===== src/tks_pkg.sv =====
`timescale 1ns / 1ps
// Shared types and constants for the top-k index selector.
// No dependencies; used by tks_cell and top_k_index_selector.
package tks_pkg;

  localparam int VAL_W  = 16;
  localparam int IDX_W  = 16;
  localparam int RANK_W = 4;
  localparam int CFG_W  = 5;

  localparam logic [CFG_W-1:0] TOP_COUNT_RESET = 5'd10;

  // one kept (value, index) pair
  typedef struct packed {
    logic             valid;
    logic [VAL_W-1:0] value;
    logic [IDX_W-1:0] index;
  } entry_t;

  typedef enum logic [1:0] {
    CELL_HOLD   = 2'd0,
    CELL_INSERT = 2'd1,
    CELL_SHIFT  = 2'd2,
    CELL_CLEAR  = 2'd3
  } cell_op_t;

  // broadcast to every cell of the chain
  typedef struct packed {
    cell_op_t         op;
    logic [VAL_W-1:0] value;
    logic [IDX_W-1:0] index;
  } cell_ctrl_t;

endpackage


===== src/tks_cell.sv =====
`timescale 1ns / 1ps
// One compare-and-shift cell of the sorted top-k chain.
// Depends on tks_pkg.
module tks_cell
  import tks_pkg::*;
(
  input  logic       clk,
  input  logic       rst_n,
  input  cell_ctrl_t ctrl,
  input  entry_t     prev_ent,    // higher-ranked neighbour
  input  logic       prev_below,  // neighbour is giving way to the new item
  input  entry_t     next_ent,    // lower-ranked neighbour
  output entry_t     ent_o,
  output logic       below_o
);

  entry_t ent_r, ent_nxt;

  // new item has the larger index, so it wins ties
  assign below_o = !ent_r.valid || (ent_r.value <= ctrl.value);
  assign ent_o   = ent_r;

  always_comb begin
    ent_nxt = ent_r;
    case (ctrl.op)
      CELL_INSERT: begin
        if (prev_below) begin
          ent_nxt = prev_ent;
        end else if (below_o) begin
          ent_nxt.valid = 1'b1;
          ent_nxt.value = ctrl.value;
          ent_nxt.index = ctrl.index;
        end
      end
      CELL_SHIFT: ent_nxt = next_ent;
      CELL_CLEAR: ent_nxt.valid = 1'b0;
      default:    ent_nxt = ent_r;
    endcase
  end

  always_ff @(posedge clk) begin
    ent_r.value <= ent_nxt.value;
    ent_r.index <= ent_nxt.index;
    if (!rst_n) begin
      ent_r.valid <= 1'b0;
    end else begin
      ent_r.valid <= ent_nxt.valid;
    end
  end

endmodule


===== src/top_k_index_selector.sv =====
`timescale 1ns / 1ps
// Streaming top-k selector: chain of tks_cell, row counter, drain control.
// Depends on tks_pkg and tks_cell.
//
//  channel | direction | handshake          | payload
//  --------+-----------+--------------------+---------------------------------------
//  in_     | in        | in_valid/in_stall  | probability, row_end
//  out_    | out       | out_valid/out_stall| word_index, rank, word_probability,
//          |           |                    | last_of_list
//  cfg_    | in        | cfg_valid/cfg_ready| top_count
//
// One item per cycle while a row streams: every cell compares against the
// new item and shifts in the same cycle. After a row end the chain drains
// one result per cycle through cell 0 unless the output stalls, and the
// block stalls input until the drain ends.
// Synchronous reset empties the chain at once; no clearing pass.
module top_k_index_selector
  import tks_pkg::*;
#(
  parameter int MAX_TOP    = 16,
  parameter int VOCAB_SIZE = 65536
) (
  input  logic              clk,
  input  logic              rst_n,
  input  logic              in_valid,
  output logic              in_stall,
  input  logic [VAL_W-1:0]  in_probability,
  input  logic              in_row_end,
  output logic              out_valid,
  input  logic              out_stall,
  output logic [IDX_W-1:0]  out_word_index,
  output logic [RANK_W-1:0] out_rank,
  output logic [VAL_W-1:0]  out_word_probability,
  output logic              out_last_of_list,
  input  logic              cfg_valid,
  output logic              cfg_ready,
  input  logic [CFG_W-1:0]  cfg_top_count
);

  localparam int CW    = $clog2(VOCAB_SIZE + 1);
  localparam int RW    = $clog2(MAX_TOP + 1);
  localparam int CMP_W = (RW > CFG_W) ? RW : CFG_W;

  typedef enum logic [1:0] {
    ST_IDLE  = 2'b01,
    ST_DRAIN = 2'b10
  } state_t;

  state_t            state_r, state_nxt;
  logic [CFG_W-1:0]  top_count_r;
  logic [CW-1:0]     col_r, col_nxt;
  logic [RW-1:0]     rank_r, rank_nxt;
  logic [RW-1:0]     n_eff;
  logic [CMP_W-1:0]  tc_ext;
  cell_ctrl_t        ctrl;
  entry_t            ents [MAX_TOP+1];
  logic              belows [MAX_TOP];
  logic              in_acc, in_range, out_load, is_last;
  logic              out_valid_r;
  logic [IDX_W-1:0]  out_idx_r;
  logic [RANK_W-1:0] out_rank_r;
  logic [VAL_W-1:0]  out_val_r;
  logic              out_last_r;

  assign cfg_ready = 1'b1;
  assign in_stall  = (state_r != ST_IDLE);
  assign in_acc    = in_valid && !in_stall;
  assign in_range  = (col_r < CW'(VOCAB_SIZE));

  // top_count clamped to 1..MAX_TOP
  assign tc_ext = CMP_W'(top_count_r);
  always_comb begin
    if (tc_ext == '0) begin
      n_eff = RW'(1);
    end else if (tc_ext > CMP_W'(MAX_TOP)) begin
      n_eff = RW'(MAX_TOP);
    end else begin
      n_eff = RW'(tc_ext);
    end
  end

  // sentinel past the last cell
  assign ents[MAX_TOP] = '0;

  genvar gi;
  generate
    for (gi = 0; gi < MAX_TOP; gi++) begin : g_cell
      if (gi == 0) begin : g_head
        tks_cell u_cell (
          .clk       (clk),
          .rst_n     (rst_n),
          .ctrl      (ctrl),
          .prev_ent  (entry_t'('0)),
          .prev_below(1'b0),
          .next_ent  (ents[gi+1]),
          .ent_o     (ents[gi]),
          .below_o   (belows[gi])
        );
      end else begin : g_body
        tks_cell u_cell (
          .clk       (clk),
          .rst_n     (rst_n),
          .ctrl      (ctrl),
          .prev_ent  (ents[gi-1]),
          .prev_below(belows[gi-1]),
          .next_ent  (ents[gi+1]),
          .ent_o     (ents[gi]),
          .below_o   (belows[gi])
        );
      end
    end
  endgenerate

  assign out_load = (state_r == ST_DRAIN) && ents[0].valid && (!out_valid_r || !out_stall);
  assign is_last  = ((rank_r + RW'(1)) == n_eff) || !ents[1].valid;

  always_comb begin
    state_nxt  = state_r;
    col_nxt    = col_r;
    rank_nxt   = rank_r;
    ctrl.op    = CELL_HOLD;
    ctrl.value = in_probability;
    ctrl.index = IDX_W'(col_r);
    unique case (state_r)
      ST_IDLE: begin
        if (in_acc) begin
          if (in_range) begin
            ctrl.op = CELL_INSERT;
            col_nxt = col_r + CW'(1);
          end
          if (in_row_end) begin
            col_nxt   = '0;
            rank_nxt  = '0;
            state_nxt = ST_DRAIN;
          end
        end
      end
      ST_DRAIN: begin
        if (!ents[0].valid) begin
          // nothing held: just end the row
          ctrl.op   = CELL_CLEAR;
          state_nxt = ST_IDLE;
        end else if (out_load) begin
          if (is_last) begin
            ctrl.op   = CELL_CLEAR;
            state_nxt = ST_IDLE;
          end else begin
            ctrl.op  = CELL_SHIFT;
            rank_nxt = rank_r + RW'(1);
          end
        end
      end
      default: state_nxt = ST_IDLE;
    endcase
  end

  always_ff @(posedge clk) begin
    if (!rst_n) begin
      state_r     <= ST_IDLE;
      top_count_r <= TOP_COUNT_RESET;
      col_r       <= '0;
      rank_r      <= '0;
      out_valid_r <= 1'b0;
    end else begin
      state_r <= state_nxt;
      col_r   <= col_nxt;
      rank_r  <= rank_nxt;
      if (cfg_valid && cfg_ready) begin
        top_count_r <= cfg_top_count;
      end
      if (out_load) begin
        out_valid_r <= 1'b1;
      end else if (!out_stall) begin
        out_valid_r <= 1'b0;
      end
    end
  end

  always_ff @(posedge clk) begin
    if (out_load) begin
      out_idx_r  <= ents[0].index;
      out_val_r  <= ents[0].value;
      out_rank_r <= RANK_W'(rank_r);
      out_last_r <= is_last;
    end
  end

  assign out_valid            = out_valid_r;
  assign out_word_index       = out_idx_r;
  assign out_rank             = out_rank_r;
  assign out_word_probability = out_val_r;
  assign out_last_of_list     = out_last_r;

endmodule


===== config.mk =====
export PLATFORM = sky130hd
export DESIGN_NAME = top_k_index_selector
export DESIGN_NICKNAME = d
export VERILOG_FILES = /design/src/tks_pkg.sv /design/src/tks_cell.sv /design/src/top_k_index_selector.sv
export SDC_FILE = /design/constraint.sdc
export NUM_CORES = 2
export LEC_CHECK = 0
export ABC_CLOCK_PERIOD_IN_PS = 4880
export BUFFER_PORTS_ARGS = -buffer_cell sky130_fd_sc_hd__clkbuf_2
export CAP_MARGIN = 25
export CORE_AREA = 2 2 245 368
export CTS_BUF_LIST = sky130_fd_sc_hd__clkbuf_4
export CTS_CLUSTER_DIAMETER = 100
export CTS_CLUSTER_SIZE = 24
export DETAILED_ROUTE_END_ITERATION = 16
export DIE_AREA = 0 0 247 370
export HOLD_SLACK_MARGIN = 0.12
export PLACE_DENSITY = 0.64
export SLEW_MARGIN = 40
export SYNTH_ARGS = -nofsm -noshare
export SYNTH_HDL_FRONTEND = slang
export SYNTH_SLANG_ARGS = --single-unit

===== constraint.sdc =====
create_clock -name clk -period 4.88 [get_ports clk]
set_input_delay 0.732 -clock clk [delete_from_list [all_inputs] [get_ports clk]]
set_output_delay 0.732 -clock clk [all_outputs]
set_load 0.02 [all_outputs]

==> After elaboration in Yosys (flattened, before gate mapping) <==
Index checks and enable logic that the tools add are counted.
{ "totals": {"in_bits": 27, "register_bits": 595, "word_cells": 277, "out_inout_bits": 40} }
{ "classes": {"n_mux": 87, "eq_ne": 31, "order_cmp": 18, "add_sub_neg": 2, "n_reduce_logical": 82} }
{ "ops": {"columns": ["cell", "n"], "rows": [
  ["one-hot mux 32 bit (2 select lines)", 16],
  ["two-way mux 33 bit", 31],
  ["less-or-equal comparator 16 bit", 16],
  ["AND reduction 2 bit", 32],
  ["!= test 3 x 1 -> 1 bit (second input constant)", 15],
  ["one-hot mux 1 bit (3 select lines)", 15],
  ["two-way mux 5 bit", 7],
  ["two-way mux 17 bit", 2],
  ["zero test 1 bit", 19],
  ["logical OR 1 bit", 18],
  ["adder 17 x 1 -> 17 bit (second input constant)", 1],
  ["< comparator 17 bit (second input constant)", 1],
  ["two-way mux 2 bit", 7],
  ["one-hot mux 5 bit (2 select lines)", 1],
  ["!= test 2 x 1 -> 1 bit (second input constant)", 4],
  ["!= test 2 bit (second input constant)", 4],
  ["one-hot mux 2 bit (2 select lines)", 2],
  ["nonzero test 2 bit", 4],
  ["equality test 2 bit (second input constant)", 3],
  ["!= test 3 bit (second input constant)", 2],
  ["AND reduction 6 bit", 1],
  ["adder 5 x 1 -> 5 bit (second input constant)", 1],
  ["equality test 5 bit", 1],
  ["greater-than comparator 5 bit (second input constant)", 1],
  ["9 further kinds", 16]
]} }

==> Logic depth before layout (Yosys ltp) <==
{ "logic_depth": {"word_depth": 13, "depth_mapped": 16, "ltp_nobuf": 13} }

==> Hierarchy <==
From an unflattened synthesis, not the netlist that was laid out.
{ "unflattened": {"hier_cells": 3559, "hier_area_um2": 36575.1} }
{ "by_module_without_submodules": {"columns": ["module", "instances", "cells_each", "area_per_inst_um2", "seq_area_each_um2"], "rows": [
  ["tks_cell (g_cell[0].g_head.u_cell ...)", 14, 207, 2104.5, 980.9],
  ["tks_cell (g_cell[8].g_body.u_cell ...)", 2, 208, 2135.8, 980.9],
  ["top_k_index_selector", 1, 245, 2840.2, 1711.6]
]} }

==> Worst setup path after synthesis <==
Ideal clock, no wire load.
{ "synth_path": {"path_kind": "input to register", "start": "input port in_probability[11]", "end": "register g_cell[10].g_body.u_cell.ent_r (netlist bit g_cell[10].g_body.u_cell.ent_o[0]) (enable)", "setup_time_ns": 0.441, "path_buffers": 3, "setup_slack_ns": -0.274, "required_ns": 4.439, "arrival_ns": 4.713, "cell_stages": 10, "path_cell_list": "clkbuf_1 inv_1 ha_1 and3_1 a221o_1 a221oi_1 a21oi_1 buf_2 buf_2 a31oi_1"} }
{ "synth_via": {"elab_chain_cells": 4, "elab_cells_between_ends": 6, "cone_classes": "order compare: 2; eq/ne: 1; reduce/logical: 3"} }
{ "synth_rtl": {"columns": ["item", "line_no", "source"], "rows": [
  ["start: declaration", "top_k_index_selector.sv:27", "input logic [VAL_W-1:0] in_probability,"],
  ["less-or-equal comparator 16 bit", "tks_cell.sv:20", "assign below_o = !ent_r.valid || (ent_r.value <= ctrl.value);"],
  ["logical OR 1 bit", "tks_cell.sv:20", null],
  ["!= test 3 x 1 -> 1 bit (no source line) *", null, null],
  ["AND reduction 2 bit (no source line) *", null, null],
  ["end: declaration", "tks_cell.sv:17", "entry_t ent_r, ent_nxt;"]
]} }
Mark *: on every way between the ends. The rest lies on a longest branch, timed or not.
A chain may end at the register's enable or synchronous reset.

==> metrics.yaml <==
logic_synthesis:
  yosys_warnings: 0
  synth_nets: 3565
  synth-async-reset-ratio: 0
  synth_cell_type_count: 65
  ys_seq_elements: 595
  netlist_area_um2: 34980
  ys_seq_area_frac: 0.4976
  netlist_instances: 3272
  synth_flop_cell: "edfxtp_1"
  synth_edf_count: 549
  syn_area_per_cell_um2: 10.69
critical_path:
  endpoint_kind: "flip-flop"
  critPathArrivalTime_ns: 5.08
  required_ns: 5.57
  crit_path_start_kind: "flip-flop"
  crit_type: "reg2reg"
  cpLargestDelayFamily: "compound AO/OA/AOI/OAI gates"
  cp_slowest_stage_delay_ns: 0.61
  cp_cell_sequence: "ha_1 -> xor2_1 -> nor4b_1 -> nor3b_2 -> o41ai_4 -> nand2_1 -> a311oi_1 -> inv_1 -> ha_4 -> buf_12 -> nand2_1 -> o21ai_0"
  cpMostUsedCell: "nand2_1"
  slowest_stage: "a311oi_1"
  critPathMaxFanout: 186
  path_buf_inv: 2
grt:
  gr-total-overflow: 0
  grt_use_total: 0.2031
  grt_pass1_vias: 26091
  antenna_found_initial: 2
  grt_max_degree: 187
  grt_pass1_wl_mm: 146.1
timing:
  rsz0062_at_grt: "false"
  timing.setup.tns_ns: 0
  finalHoldViolCount: 0
  slew_viol_final: 0
  fin_crit_sh: 0.8997
  finalSetupViolCount: 0
  tightest_slew_ns: 0.8385
  fin_skew_ns: 0.04830
  fmax_mhz: 227.8
  min_period_ns: 4.391
  slew_headroom: 0.4402
route:
  wl_per_cell_um: 21.42
  vias: 25097
  drtPass1Iterations: 7
  wirelength_mm: 94.68
  routed_via_density: 5.677
  final_antenna_net_count: 0
  drt_iter0_markers: 1647
  drc_errors: 0
die:
  placeableCoreArea_um2: 88360
  die-area_um2: 91390
  rows: 134
  start_util: 0.3959
  io-pin-count: 67
  die_h_um: 370
  die_w_um: 247
final_layout:
  fillerInstances: 8411
  area_growth_pct: 7.247
  drive_gt1_frac: 0.08617
  final_cells: 4421
  finish.utilization: 0.4246
  fin_nets: 3532
clock_tree:
  clk_pin_slew_ns: 0.25
  post_cts_buffers: 0
  cts_resized: 0
  numCtsBuffers: 28
  clock-sinks: 595
  cts_tree: "done"
  clock-root-buffer: "clkbuf_4"
  cts_max_level: 1
  clk_path_buf_depth: 3
  clk_latency_ns: 0.96
power_and_ir_drop:
  peakVddDrop_mv: 0.1420
  power_density_nw_per_um2: 315.1
  p_leak_nw: 14.49
worst_hold_path:
  hp-class: "in2reg"
placement:
  port_buffers: 65
  dp_hpwl_mm: 68.34
  post-place-cells: 4354
  routabilityCongestion: 0.8605
job:
  drv_cap: 0
run_status:
  status: "complete, no violations"
[worst min-delay path, stage by stage]
cell,delay (ns)
clkbuf_2,0.08
buf_4,0.25
nand2_1,0.09
[layout by cell type (no fill, tap or decap), types with 9 or more instances in the layout]
master         instances
a21oi_1              143
clkbuf_4              51
nand3_1               31
dfxtp_2               13
dfxtp_1               33
a211oi_1              15
dlygate4sd3_1         11
a31oi_1               14
buf_4                 81
xor2_1                10
inv_1                 60
a21o_1                49
ha_1                 264
o21a_1                12
nand2_1              525
mux2_2                18
o211ai_1              13
nor3_1                 9
mux2i_1              458
a31oi_4               11
o21ai_0              485
buf_12                12
clkbuf_2              65
and3_1                16
nand4_1               41
edfxtp_1             549
nor2_1                89
nor2b_1               49
[cell families (layout without fill, tap and decap cells)]
| kind of cell | Yosys count | count (layout) | share of synthesized area |
|---|---|---|---|
| buf+inv | 292 | 281 | 0.03341 |
| simple gates | 813 | 813 | 0.1013 |
| flops | 595 | 595 | 0.4976 |
| fa+ha+maj | 266 | 266 | 0.09515 |
| other cells | 1 | 5 | 0.0001072 |
| xor+xnor | 14 | 14 | 0.003505 |
| mux | 476 | 476 | 0.1369 |
| compound gates | 815 | 815 | 0.1320 |
[state kept, by name, indices dropped and copies added (netlist names)]
name	cells
g_cell.g_head.u_cell.ent_o	33
state_r	2
out_rank	4
col_r	17
out_valid	1
out_word_probability	16
rank_r	5
out_word_index	16
out_last_of_list	1
tc_ext	5
g_cell.g_body.u_cell.ent_o	495
[Yosys cell counts, drive strengths merged (25+ instances only)]
library cell,count,area (um^2)
a31oi,25,156.4
nand2,525,1971
nand4,41,256.5
o21ai,486,2436
a21oi,149,745.7
clkbuf,175,656.9
nor2,92,345.3
inv,60,225.2
buf,57,286.5
nand3,32,160.2
a21o,49,367.9
mux2i,458,4584
nor2b,52,325.3
edfxtp,549,16490
dfxtp,46,920.9
ha,266,3328
[final timing paths]
path | from | to | slack, ns | depth (start not counted)
worst max-delay path | rank_r[0]$_SDFFE_PN0P_ | g_cell[11].g_body.u_cell.ent_o[6]$_DFFE_PP_ | 0.49 | 12
worst min-delay path | rst_n | tc_ext[3]$_SDFFE_PN1P_ | 0.22 | 3
worst max register to register | rank_r[0]$_SDFFE_PN0P_ | g_cell[11].g_body.u_cell.ent_o[6]$_DFFE_PP_ | 0.49 | 12
worst min register to register | g_cell[0].g_head.u_cell.ent_o[3]$_DFFE_PP_ | out_word_index[3]$_DFFE_PP_ | 0.48 | 0
[power by group]
part,switching (W),internal (W),total (W)
clock,0.00158,0.000463,0.00204
sequential,0.000566,0.00656,0.00713
combinational,0.00159,0.00106,0.00266
[timing repair]
action	in CTS	in global routing
endpoints found under the hold margin	6	0
hold buffers	11	0
setup endpoints to repair	0	0
[metal layers]
layer | routed length [um] | share of wire | track usage | up-vias
met2 | 51970 | 0.55 | 0.3962 | 470
li1 | - | - | - | 12021
met3 | 2201 | 0.023 | 0.01340 | 167
met1 | 37110 | 0.39 | 0.2286 | 12439
met5 | 0 | 0 | 0 | -
met4 | 3400 | 0.036 | 0.07183 | 0
[layout make-up]
| cell class | instances | area, um^2 | area share |
|---|---|---|---|
| flip-flops and latches | 595 | 17420 | 0.4644 |
| multi-input cells | 2385 | 16740 | 0.4461 |
| well taps | 1156 | 1446 | 0.03856 |
| repair buffers | 169 | 1284 | 0.03422 |
| clock buffers | 51 | 382.9 | 0.01021 |
| inverters | 60 | 225.2 | 0.006004 |
| diodes | 4 | 10.01 | 0.0002668 |
| clock inverters | 1 | 6.256 | 0.0001668 |
[stage by stage]
stage | worst slack (ns) | cell area (um^2) | power [W] | hold WS [ns]
3_5_place_dp | 0.6043 | 36990 | 0.009876 | 0.4413
4_1_cts | 0.6202 | 37490 | 0.01189 | 0.1216
2_1_floorplan | 0.1124 | 35040 | 0.008835 | 0.4261
3_3_place_gp | 0.6394 | 36980 | 0.009795 | 0.4471
5_1_grt | 0.2743 | 37510 | 0.01242 | 0.1768
6_report | 0.4894 | 37510 | 0.01182 | 0.2219
(Power assumes the default switching activity.)
